[src/dva_pkg.sv]
// Shared constants, types and the velocity-to-gain table of the drum voice allocator.
// Used by drum_voice_allocator; depends on nothing else.
package dva_pkg;

  localparam int unsigned VOICES     = 32;
  localparam int unsigned POS_BITS   = 24;
  localparam int unsigned REF_BITS   = 16;
  localparam int unsigned SLOT_W     = $clog2(VOICES);
  localparam int unsigned COUNT_W    = $clog2(VOICES + 1);
  localparam int unsigned SLOT_OUT_W = 6;
  localparam int unsigned FREED_W    = 7;
  localparam int unsigned CHAN_W     = 4;
  localparam int unsigned GROUP_W    = 4;
  localparam int unsigned VEL_W      = 7;
  localparam int unsigned GAIN_W     = 16;
  localparam int unsigned GAIN_DEN   = 635;

  typedef enum logic [1:0] {
    FUNC_CHOKE = 2'd0,
    FUNC_START = 2'd1,
    FUNC_TICK  = 2'd2,
    FUNC_NONE  = 2'd3
  } func_t;

  typedef enum logic [2:0] {
    STAT_START_FREE  = 3'd0,
    STAT_START_STEAL = 3'd1,
    STAT_START_IGN   = 3'd2,
    STAT_FETCH       = 3'd3,
    STAT_CHOKE_DONE  = 3'd4,
    STAT_TICK_IDLE   = 3'd5
  } status_t;

  // One voice table entry as it sits in the voice RAM.
  typedef struct packed {
    logic [REF_BITS-1:0] sref;
    logic [POS_BITS-1:0] pos;
    logic [POS_BITS-1:0] len;
    logic [CHAN_W-1:0]   chan;
    logic [GROUP_W-1:0]  choke;
    logic [GAIN_W-1:0]   gain;
  } voice_rec_t;

  typedef logic [GAIN_W-1:0] gain_lut_t [2**VEL_W];

  // gain = floor(32768 * (254 + 3*vel) / 635), worked out at elaboration.
  function automatic gain_lut_t build_gain_lut();
    gain_lut_t lut;
    for (int v = 0; v < 2**VEL_W; v++) begin
      lut[v] = GAIN_W'((32'd32768 * (32'd254 + 32'd3 * 32'(v))) / GAIN_DEN);
    end
    return lut;
  endfunction

  localparam gain_lut_t GAIN_LUT = build_gain_lut();

endpackage

[src/dva_ram.sv]
// Generic single-write, single-read RAM with a registered read port.
// Standalone; used by drum_voice_allocator for the voice table.
module dva_ram #(
  parameter int unsigned WIDTH = 8,
  parameter int unsigned DEPTH = 32
) (
  input  logic                     clk,
  input  logic                     we,
  input  logic [$clog2(DEPTH)-1:0] waddr,
  input  logic [WIDTH-1:0]         wdata,
  input  logic [$clog2(DEPTH)-1:0] raddr,
  output logic [WIDTH-1:0]         rdata
);

  logic [WIDTH-1:0] mem [DEPTH];
  logic [WIDTH-1:0] rdata_r;

  always_ff @(posedge clk) begin
    if (we) begin
      mem[waddr] <= wdata;
    end
    rdata_r <= mem[raddr];
  end

  assign rdata = rdata_r;

endmodule

[src/drum_voice_allocator.sv]
// Top level of the drum voice allocator: command port, slot sequencer and result register.
// Depends on dva_pkg and on dva_ram, which holds the voice table.

// A command word is taken on a clock edge where start is high and busy is low.
// A choke with a nonzero group, a start with a nonzero length and a tick with at
// least one playing voice each walk the whole voice table through the single read
// port of the voice RAM, one slot per cycle; busy stays high through the walk and
// the ST_TAIL and ST_FIN states after it, and no new word is taken until it falls.
// A choke with group zero, a start with zero length, a tick with no playing voice
// and the unused function code finish at once: busy never rises and another word
// may follow in the next cycle. Every result word appears on the out_ ports for
// exactly one cycle with out_valid high, after its command was taken; the receiver
// must take it then, as nothing here holds a result back. A tick sends one fetch
// word per playing voice in slot order, each as that slot is reached in the walk,
// with out_last set on the highest playing slot; start and choke send a single
// word once the walk is over.
module drum_voice_allocator (
  input  logic                             clk,
  input  logic                             rst_n,
  input  logic                             start,
  output logic                             busy,
  input  logic [1:0]                       in_func,
  input  logic [dva_pkg::REF_BITS-1:0]     in_sample_ref,
  input  logic [dva_pkg::POS_BITS-1:0]     in_sample_length,
  input  logic [dva_pkg::CHAN_W-1:0]       in_out_channel,
  input  logic [dva_pkg::GROUP_W-1:0]      in_choke_group,
  input  logic [dva_pkg::VEL_W-1:0]        in_velocity,
  output logic                             out_valid,
  output logic [2:0]                       out_status,
  output logic [dva_pkg::SLOT_OUT_W-1:0]   out_slot,
  output logic [dva_pkg::REF_BITS-1:0]     out_ref_out,
  output logic [dva_pkg::POS_BITS-1:0]     out_position,
  output logic [dva_pkg::CHAN_W-1:0]       out_channel_out,
  output logic [dva_pkg::GAIN_W-1:0]       out_gain,
  output logic [dva_pkg::FREED_W-1:0]      out_freed_count,
  output logic                             out_last
);

  import dva_pkg::*;

  typedef enum logic [1:0] {
    ST_IDLE,
    ST_SCAN,
    ST_TAIL,
    ST_FIN
  } state_t;

  localparam logic [SLOT_W-1:0] LAST_SLOT = SLOT_W'(VOICES - 1);

  // Sequencer and control state.
  state_t              state_r, state_nxt;
  func_t               op_r, op_nxt;
  logic [SLOT_W-1:0]   idx_r, idx_nxt;
  logic                proc_valid_r, proc_valid_nxt;
  logic [SLOT_W-1:0]   proc_idx_r, proc_idx_nxt;
  logic [VOICES-1:0]   active_r, active_nxt;

  // Per-command working registers.
  logic [REF_BITS-1:0] ref_r, ref_nxt;
  logic [POS_BITS-1:0] len_r, len_nxt;
  logic [CHAN_W-1:0]   chan_r, chan_nxt;
  logic [GROUP_W-1:0]  grp_r, grp_nxt;
  logic [VEL_W-1:0]    vel_r, vel_nxt;
  logic [COUNT_W-1:0]  cnt_r, cnt_nxt;
  logic                found_r, found_nxt;
  logic [SLOT_W-1:0]   free_slot_r, free_slot_nxt;
  logic [POS_BITS-1:0] best_r, best_nxt;
  logic [SLOT_W-1:0]   best_slot_r, best_slot_nxt;

  // Result register.
  logic                  out_valid_r, out_valid_nxt;
  status_t               out_status_r, out_status_nxt;
  logic [SLOT_OUT_W-1:0] out_slot_r, out_slot_nxt;
  logic [REF_BITS-1:0]   out_ref_r, out_ref_nxt;
  logic [POS_BITS-1:0]   out_pos_r, out_pos_nxt;
  logic [CHAN_W-1:0]     out_chan_r, out_chan_nxt;
  logic [GAIN_W-1:0]     out_gain_r, out_gain_nxt;
  logic [FREED_W-1:0]    out_freed_r, out_freed_nxt;
  logic                  out_last_r, out_last_nxt;

  // Voice RAM port signals.
  logic                ram_we;
  logic [SLOT_W-1:0]   ram_waddr;
  voice_rec_t          ram_wdata;
  logic [SLOT_W-1:0]   ram_raddr;
  voice_rec_t          rd;

  // Per-slot helpers for the entry being processed.
  logic [POS_BITS-1:0] next_pos;
  logic [VOICES-1:0]   above_mask;
  logic [SLOT_W-1:0]   slot_sel;

  dva_ram #(
    .WIDTH ($bits(voice_rec_t)),
    .DEPTH (VOICES)
  ) u_voice_ram (
    .clk   (clk),
    .we    (ram_we),
    .waddr (ram_waddr),
    .wdata (ram_wdata),
    .raddr (ram_raddr),
    .rdata (rd)
  );

  assign next_pos   = rd.pos + POS_BITS'(1);
  assign above_mask = ({VOICES{1'b1}} << proc_idx_r) << 1;
  assign slot_sel   = found_r ? free_slot_r : best_slot_r;
  assign ram_raddr  = idx_r;

  always_comb begin
    state_nxt      = state_r;
    op_nxt         = op_r;
    idx_nxt        = idx_r;
    proc_valid_nxt = 1'b0;
    proc_idx_nxt   = proc_idx_r;
    active_nxt     = active_r;
    ref_nxt        = ref_r;
    len_nxt        = len_r;
    chan_nxt       = chan_r;
    grp_nxt        = grp_r;
    vel_nxt        = vel_r;
    cnt_nxt        = cnt_r;
    found_nxt      = found_r;
    free_slot_nxt  = free_slot_r;
    best_nxt       = best_r;
    best_slot_nxt  = best_slot_r;

    out_valid_nxt  = 1'b0;
    out_status_nxt = STAT_TICK_IDLE;
    out_slot_nxt   = '0;
    out_ref_nxt    = '0;
    out_pos_nxt    = '0;
    out_chan_nxt   = '0;
    out_gain_nxt   = '0;
    out_freed_nxt  = '0;
    out_last_nxt   = 1'b0;

    ram_we    = 1'b0;
    ram_waddr = proc_idx_r;
    ram_wdata = rd;

    unique case (state_r)
      ST_IDLE: begin
        if (start) begin
          op_nxt  = func_t'(in_func);
          idx_nxt = '0;
          unique case (func_t'(in_func))
            FUNC_CHOKE: begin
              if (in_choke_group == '0) begin
                out_valid_nxt  = 1'b1;
                out_status_nxt = STAT_CHOKE_DONE;
                out_last_nxt   = 1'b1;
              end else begin
                grp_nxt   = in_choke_group;
                cnt_nxt   = '0;
                state_nxt = ST_SCAN;
              end
            end
            FUNC_START: begin
              if (in_sample_length == '0) begin
                out_valid_nxt  = 1'b1;
                out_status_nxt = STAT_START_IGN;
                out_last_nxt   = 1'b1;
              end else begin
                ref_nxt       = in_sample_ref;
                len_nxt       = in_sample_length;
                chan_nxt      = in_out_channel;
                grp_nxt       = in_choke_group;
                vel_nxt       = in_velocity;
                found_nxt     = 1'b0;
                free_slot_nxt = '0;
                best_nxt      = '0;
                best_slot_nxt = '0;
                state_nxt     = ST_SCAN;
              end
            end
            FUNC_TICK: begin
              if (active_r == '0) begin
                out_valid_nxt  = 1'b1;
                out_status_nxt = STAT_TICK_IDLE;
                out_last_nxt   = 1'b1;
              end else begin
                state_nxt = ST_SCAN;
              end
            end
            FUNC_NONE: begin
              // Unused code: nothing happens and nothing is reported.
            end
          endcase
        end
      end

      ST_SCAN: begin
        // Issue one RAM read per cycle; the data comes back in the next cycle.
        proc_valid_nxt = 1'b1;
        proc_idx_nxt   = idx_r;
        if (idx_r == LAST_SLOT) begin
          state_nxt = ST_TAIL;
        end else begin
          idx_nxt = idx_r + SLOT_W'(1);
        end
      end

      ST_TAIL: begin
        state_nxt = ST_FIN;
      end

      ST_FIN: begin
        state_nxt = ST_IDLE;
        unique case (op_r)
          FUNC_START: begin
            ram_we         = 1'b1;
            ram_waddr      = slot_sel;
            ram_wdata.sref = ref_r;
            ram_wdata.pos  = '0;
            ram_wdata.len  = len_r;
            ram_wdata.chan = chan_r;
            ram_wdata.choke = grp_r;
            ram_wdata.gain = GAIN_LUT[vel_r];
            active_nxt[slot_sel] = 1'b1;
            out_valid_nxt  = 1'b1;
            out_status_nxt = found_r ? STAT_START_FREE : STAT_START_STEAL;
            out_slot_nxt   = SLOT_OUT_W'(slot_sel);
            out_last_nxt   = 1'b1;
          end
          FUNC_CHOKE: begin
            out_valid_nxt  = 1'b1;
            out_status_nxt = STAT_CHOKE_DONE;
            out_freed_nxt  = FREED_W'(cnt_r);
            out_last_nxt   = 1'b1;
          end
          FUNC_TICK, FUNC_NONE: begin
            // Tick results went out during the walk.
          end
        endcase
      end
    endcase

    // Handle the table entry whose read data is now on the RAM output.
    if (proc_valid_r) begin
      unique case (op_r)
        FUNC_CHOKE: begin
          if (active_r[proc_idx_r] && rd.choke == grp_r) begin
            active_nxt[proc_idx_r] = 1'b0;
            cnt_nxt = cnt_r + COUNT_W'(1);
          end
        end
        FUNC_START: begin
          // Lowest free slot wins; otherwise the first slot at the greatest position.
          if (!active_r[proc_idx_r]) begin
            if (!found_r) begin
              found_nxt     = 1'b1;
              free_slot_nxt = proc_idx_r;
            end
          end else if (rd.pos > best_r) begin
            best_nxt      = rd.pos;
            best_slot_nxt = proc_idx_r;
          end
        end
        FUNC_TICK: begin
          if (active_r[proc_idx_r]) begin
            out_valid_nxt  = 1'b1;
            out_status_nxt = STAT_FETCH;
            out_slot_nxt   = SLOT_OUT_W'(proc_idx_r);
            out_ref_nxt    = rd.sref;
            out_pos_nxt    = rd.pos;
            out_chan_nxt   = rd.chan;
            out_gain_nxt   = rd.gain;
            out_last_nxt   = ((active_r & above_mask) == '0);
            ram_we         = 1'b1;
            ram_waddr      = proc_idx_r;
            ram_wdata.pos  = next_pos;
            // A voice ends at its length, or when its position wraps to zero.
            if (next_pos >= rd.len || next_pos == '0) begin
              active_nxt[proc_idx_r] = 1'b0;
            end
          end
        end
        FUNC_NONE: begin
        end
      endcase
    end
  end

  always_ff @(posedge clk) begin
    if (!rst_n) begin
      state_r      <= ST_IDLE;
      op_r         <= FUNC_NONE;
      idx_r        <= '0;
      proc_valid_r <= 1'b0;
      active_r     <= '0;
      out_valid_r  <= 1'b0;
    end else begin
      state_r      <= state_nxt;
      op_r         <= op_nxt;
      idx_r        <= idx_nxt;
      proc_valid_r <= proc_valid_nxt;
      active_r     <= active_nxt;
      out_valid_r  <= out_valid_nxt;
    end
    proc_idx_r   <= proc_idx_nxt;
    ref_r        <= ref_nxt;
    len_r        <= len_nxt;
    chan_r       <= chan_nxt;
    grp_r        <= grp_nxt;
    vel_r        <= vel_nxt;
    cnt_r        <= cnt_nxt;
    found_r      <= found_nxt;
    free_slot_r  <= free_slot_nxt;
    best_r       <= best_nxt;
    best_slot_r  <= best_slot_nxt;
    out_status_r <= out_status_nxt;
    out_slot_r   <= out_slot_nxt;
    out_ref_r    <= out_ref_nxt;
    out_pos_r    <= out_pos_nxt;
    out_chan_r   <= out_chan_nxt;
    out_gain_r   <= out_gain_nxt;
    out_freed_r  <= out_freed_nxt;
    out_last_r   <= out_last_nxt;
  end

  assign busy            = (state_r != ST_IDLE);
  assign out_valid       = out_valid_r;
  assign out_status      = out_status_r;
  assign out_slot        = out_slot_r;
  assign out_ref_out     = out_ref_r;
  assign out_position    = out_pos_r;
  assign out_channel_out = out_chan_r;
  assign out_gain        = out_gain_r;
  assign out_freed_count = out_freed_r;
  assign out_last        = out_last_r;

endmodule
[config.mk]
export PLATFORM = sky130hd
export DESIGN_NAME = drum_voice_allocator
export DESIGN_NICKNAME = d
export VERILOG_FILES = /design/src/dva_pkg.sv /design/src/dva_ram.sv /design/src/drum_voice_allocator.sv
export SDC_FILE = /design/constraint.sdc
export NUM_CORES = 2
export LEC_CHECK = 0
export CORE_AREA = 2 2 454 456
export CTS_CLUSTER_SIZE = 28
export DETAILED_ROUTE_END_ITERATION = 8
export DIE_AREA = 0 0 456 458
export DONT_BUFFER_PORTS = 1
export GPL_ROUTABILITY_DRIVEN = 0
export PLACE_DENSITY = 0.75
export SETUP_SLACK_MARGIN = 0.3
export SLEW_MARGIN = 10
export SYNTH_ARGS = -nofsm -noshare
export SYNTH_HDL_FRONTEND = slang
export SYNTH_SLANG_ARGS = --single-unit
export TNS_END_PERCENT = 30
[constraint.sdc]
create_clock -name clk -period 12.5 [get_ports clk]
set_input_delay 2.5 -clock clk [delete_from_list [all_inputs] [get_ports clk]]
set_output_delay 2.5 -clock clk [all_outputs]
set_load 0.02 [all_outputs]
# Word-level counts from Yosys, hierarchy flattened
# Memories as Yosys holds them, arrays and structs flattened. A register that Yosys moved wholly into a read port is not among the register bits.
# Index checks and enable logic that the tools add are counted.
# word_totals
regBits	221
mem_bits_rw	2816
mem_bits_ro	2048
in_bits	60
output_inout_bits	79
mem_count	2
# memory_table
memory	words	width	read_ports	rd_clocked_by_memory_dff	wr	line_no	source
u_voice_ram.mem	32	88	1	1	1	dva_ram.sv:15	logic [WIDTH-1:0] mem [DEPTH];
(no name shown)	128	16	1	0	0	drum_voice_allocator.sv:219	ram_wdata.gain = GAIN_LUT[vel_r];
# op_classes
n_addsub	3
magnitude_cmp	7
eq_ne	18
shift	1
mux	114
bitwise	6
n_reduce_logical	23
# ops
op	n
two-way mux 24 bit	11
two-way mux 32 bit	6
two-way mux 88 bit	2
two-way mux 5 bit	26
AND 32 bit	2
logical NOT 32 bit	2
case mux 32 bit (2 select lines)	1
two-way mux 6 bit	10
logical NOT 24 bit	2
two-way mux 1 bit	32
two-way mux 16 bit	2
NOT 32 bit	1
OR 32 bit	1
<< shifter 32 x 5 -> 31 bit, first input constant	1
adder 24 x 1 -> 24 bit, second input constant	1
greater-or-equal comparator 24 bit	1
greater-than comparator 24 bit	1
case mux 3 bit (2 select lines)	3
two-way mux 3 bit	5
less-than comparator 5 x 6 -> 1 bit, second input constant	2
demux 1 bit (select 5 bit)	2
greater-or-equal comparator 5 x 1 -> 1 bit, second input constant	2
two-way mux 2 bit	5
inequality test 2 bit, second input constant	5
30 further kinds	46

# Longest topological paths before layout
# logic_depth
ltp_word	13
ltp_mapped	16

# Cells and area by module
# A second synthesis with hierarchy kept.
# hier_totals
cells_unflattened	6936
area_unflattened_um2	123033.0
# by_module_without_submodules
mod	instances	cells_per_inst	area_each_um2
dva_ram	1	5145	108806.9
drum_voice_allocator	1	1791	14226.1

# Least setup slack after synthesis
# No wires, ideal clock.
# synth_timing
kind	reg2reg
startpoint	reg proc_idx_r[0]
endpoint	mem u_voice_ram.mem[27][0] (netlist name), enable pin
arrival_time_ns	7.994
path_slack_ns	3.864
stages_incl_launch_ff	11
synth_period_minus_slack_ns	8.636
path_cell_list	edfxtp_1 > buf_2 > buf_4 > nor2_1 > o21ai_0 > nand3_1 > o31ai_1 > o21a_1 > clkbuf_1 > a22oi_1 > nor3_1
# synth_via
elab_chain_len	7
# synth_rtl
element	line_no	source
start: declaration	drum_voice_allocator.sv:55	logic [SLOT_W-1:0] proc_idx_r, proc_idx_nxt;
start signal: assignment	drum_voice_allocator.sv:301	proc_idx_r <= proc_idx_nxt;
binary-select mux 1 bit (select 5 bit)	drum_voice_allocator.sv:261	if (active_r[proc_idx_r]) begin
two-way mux 1 bit (not written as such)	drum_voice_allocator.sv:261	
two-way mux 1 bit	drum_voice_allocator.sv:261	
two-way mux 1 bit	drum_voice_allocator.sv:241	unique case (op_r)
two-way mux 1 bit	drum_voice_allocator.sv:240	if (proc_valid_r) begin
two-way mux 1 bit	dva_ram.sv:19	if (we) begin
two-way mux 1 bit (not written as such)	dva_ram.sv:20	mem[waddr] <= wdata;
end: declaration	dva_ram.sv:15	
# Several ways; a longest one is shown, not always the timed one. The select of a mux whose other input is x is not followed.

# Worst setup path in the final report
# layout_timing
startpoint	reg proc_idx_r[2]
endpoint	mem u_voice_ram.mem[6][31] (netlist name), enable pin
# Same word-level chain as after synthesis.

==> summary.md <==
| Metric | Value |
|---|---|
| CP most frequent cell | `buf_4` |
| Synth async-reset ratio | `0%` |
| Worst skew pair latency | `970 ps` |
| Post-synth top area share | `70.8%` |
| PostCTS Resize Cnt | `0` |
| Vias per cell | `7.04` |
| Library cells used by synthesis | `81` |
| Clock buffer depth | `4` |
| CP max FO | `42` |
| Syn Std Cell Area | `122000 um^2` |
| First-pass GRT wire length | `452000 um` |
| Starting DRT DRC Count | `10300` |
| Crit-path leading delay family | `buffers and inverters` |
| Routed Antenna Nets | `0` |
| Final slew viol count | `0` |
| CTS H-tree lvls | `5` |
| Drt first pass iters | `9` |
| TritonCTS Buffers | `321` |
| Hold WS | `453 ps` |
| Number of synthesized register bits | `3123` |
| # placed instances | `8410` |
| WP data required | `13050 ps` |
| Die H | `458 um` |
| Worst Tran Pin Value | `1300 ps` |
| Buffers on Ports | `0` |
| Die width | `456 um` |
| Via count | `63200` |
| Most common flop cell mapped by yosys | `edfxtp_1` |
| Worst path cell trace | `nor2b_1 > o21ai_0 > nand3_1 > o31ai_1 > o21a_4 > a22oi_1 > buf_4 > nand2b_1 > nor2_4 > buf_4 > buf_4` |
| Clock Sinks | `3123` |
| Worst path arrival time | `7000 ps` |
| Share of layout cells above drive strength 1 | `26.7%` |
| Area contributors post-synth | `edfxtp_1 (71%), mux4_2 (16%), dfxtp_1 (4.1%), nand2_1 (0.94%), mux2_2 (0.83%)` |
| VDD IR max | `158 uV` |
| Num rows | `166` |
| Final wirelength | `314000 um` |
| Period utilization | `51.5%` |
| Slew headroom | `13.1%` |
| Root Driver | `clkbuf_16` |
| GRT Util Overall | `30.2%` |
| Peak Freq | `0.155 GHz` |
| Crit-path max cell delay | `810 ps` |
| Multi-input logic area | `29700 um^2` |
| CP startpoint kind | `register` |
| I/O pin cnt | `139` |
| Setup WS pre-CTS | `6300 ps` |
| Post-route setup TNS | `0 ps` |
| Pwr Density | `171 nW/um^2` |
| Pin count of the biggest net entering global routing | `151` |
| Number of max-cap violations | `0` |
| Final Total Pwr | `23.3 mW` |
| Post-synth EDFFs | `2876` |
| CTS tree | `built` |
| Most frequent cell after synthesis | `edfxtp_1` |
| Slowest cell on crit path | `buf_4` |
| Status | `completed` |
| Synth cell count leaders | `edfxtp_1 (2876), mux4_2 (883), nand2_1 (306), clkbuf_1 (247), dfxtp_1 (247)` |
| Clock transition at path regs | `60 ps` |
| Crit Path Class | `reg -> reg` |
| Mapped Cells | `5899` |
| Finished Layout Cells | `8982` |
| Post-CTS Setup Inserts | `0` |
| Post-DR wirelength/cell | `35.0 um` |
| HPWL after detailed placement | `158000 um` |
| Initial Util | `59.9%` |
| Residual DRC count | `0` |
| RSZ-0062 raised after global routing | `no` |
| Leakage power | `41.9 nW` |
| Die area | `209000 um^2` |
| Number of nets in the layout | `6174` |
| Post-synthesis sequential area ratio | `74.8%` |
| Fin. Hold Viols | `0` |
| Final WS setup | `6060 ps` |
| Final Skew | `69.3 ps` |
| Core Area | `204000 um^2` |
| Reg area | `91300 um^2` |
| Area growth from synthesis to layout | `11.6%` |
| Setup-failing EPs final | `0` |
| Critical path buffers and inverters | `3` |
| Ys Warns | `0` |
| Final min period | `6440 ps` |
| Hold buffers post-CTS | `0` |
| Number of fillers in the final layout | `12300` |
| Initial antenna violation count | `12` |
| Crit. End Element | `register` |
| Vias in the first global route | `62900` |
| Hold Path Class | `reg -> reg` |
| Dominant cell type by area after synthesis | `edfxtp_1` |
| Post-Syn Area per Cell | `20.7 um^2` |
| Grt total ovfl | `0` |
[worst reg2reg max path, cell delays in order (launching register included)]
cell      delay, ps
edfxtp_1        750
nor2b_1         270
o21ai_0         160
nand3_1         130
o31ai_1         760
o21a_4          620
a22oi_1         190
buf_4           230
nand2b_1        550
nor2_4          790
buf_4           760
buf_4           840
[stage by stage]
stage          cell area (um^2)  util [%]
2_1_floorplan            122000         -
3_3_place_gp             126000      61.8
3_5_place_dp             126000      61.8
4_1_cts                  136000      66.8
5_1_grt                  136000      66.8
6_report                 136000      66.8
[cells in the final DEF (no fill, tap or decap), types with 24 or more instances in the layout]
cell type	Yosys	layout
a21oi_1	86	86
a31oi_1	33	31
a41oi_1	28	28
and2_1	49	49
buf_4	5	144
clkbuf_1	247	80
clkbuf_16	0	331
clkinv_1	3	46
clkinv_2	0	49
dfxtp_1	247	242
edfxtp_1	2876	2876
ha_1	69	69
inv_1	93	92
mux2_2	90	90
mux2i_1	51	51
mux4_2	883	883
nand2_1	306	305
nand3_1	41	41
nor2_1	185	161
nor2_4	0	24
nor3_1	39	31
o21ai_0	151	111
[cell type report]
class	instances	share of cell area [%]
Inverter	96	0.265
Tap cell	2688	2.47
Timing Repair Buffer	156	0.970
Clock buffer	435	6.54
Antenna cell	6	0.0110
Clock inverter	131	0.917
Sequential cell	3123	67.1
Multi-Input combinational cell	2347	21.8
[state kept, by name, indices dropped and copies added (netlist names), 6 cells and up]
name / count
best_r: 24
out_position: 24
ref_r: 16
len_r: 24
out_ref_out: 16
cnt_r: 6
out_gain: 16
vel_r: 7
out_freed_count: 6
u_voice_ram.mem: 2816
active_r: 32
u_voice_ram.rdata: 88
[path summary, 6_finish.rpt]
check                           depth (start not counted)  slack [ps]                                to                    start
worst min register to register                          1         450                  cnt_r[5]$_DFF_P_         cnt_r[5]$_DFF_P_
worst max-delay path                                   11        6060  u_voice_ram.mem[6][31]$_DFFE_PP_  proc_idx_r[2]$_DFFE_PP_
worst min-delay path                                    1         450                  cnt_r[5]$_DFF_P_         cnt_r[5]$_DFF_P_
worst max register to register                         11        6060  u_voice_ram.mem[6][31]$_DFFE_PP_  proc_idx_r[2]$_DFFE_PP_
[layer usage]
layer | vias up | routed length (um) | global-route usage (%)
met5 | - | 22 | 0
met4 | 4 | 12600 | 10.9
met3 | 690 | 34100 | 5.81
met2 | 4697 | 151000 | 47.5
met1 | 33100 | 116000 | 43.1
li1 | 24700 | - | -
[kinds of logic after synthesis]
family,count (synthesis),share of synthesized area (%)
multiplexers,1024,17.5
other,1,0.00307
adder cells (fa/ha/maj),71,0.724
buffers and inverters,430,1.37
flip-flops,3123,74.8
AO/OA/AOI/OAI,485,2.59
XOR/XNOR,30,0.215
AND/OR/NAND/NOR,735,2.73
[power by group]
part | total (mW) | internal, mW | switching, mW
sequential | 11.9 | 11.8 | 0.126
combinational | 2.05 | 0.824 | 1.22
clock | 9.35 | 5.46 | 3.89
total | 23.3 | 18.1 | 5.24
(Power assumes the default switching activity.)
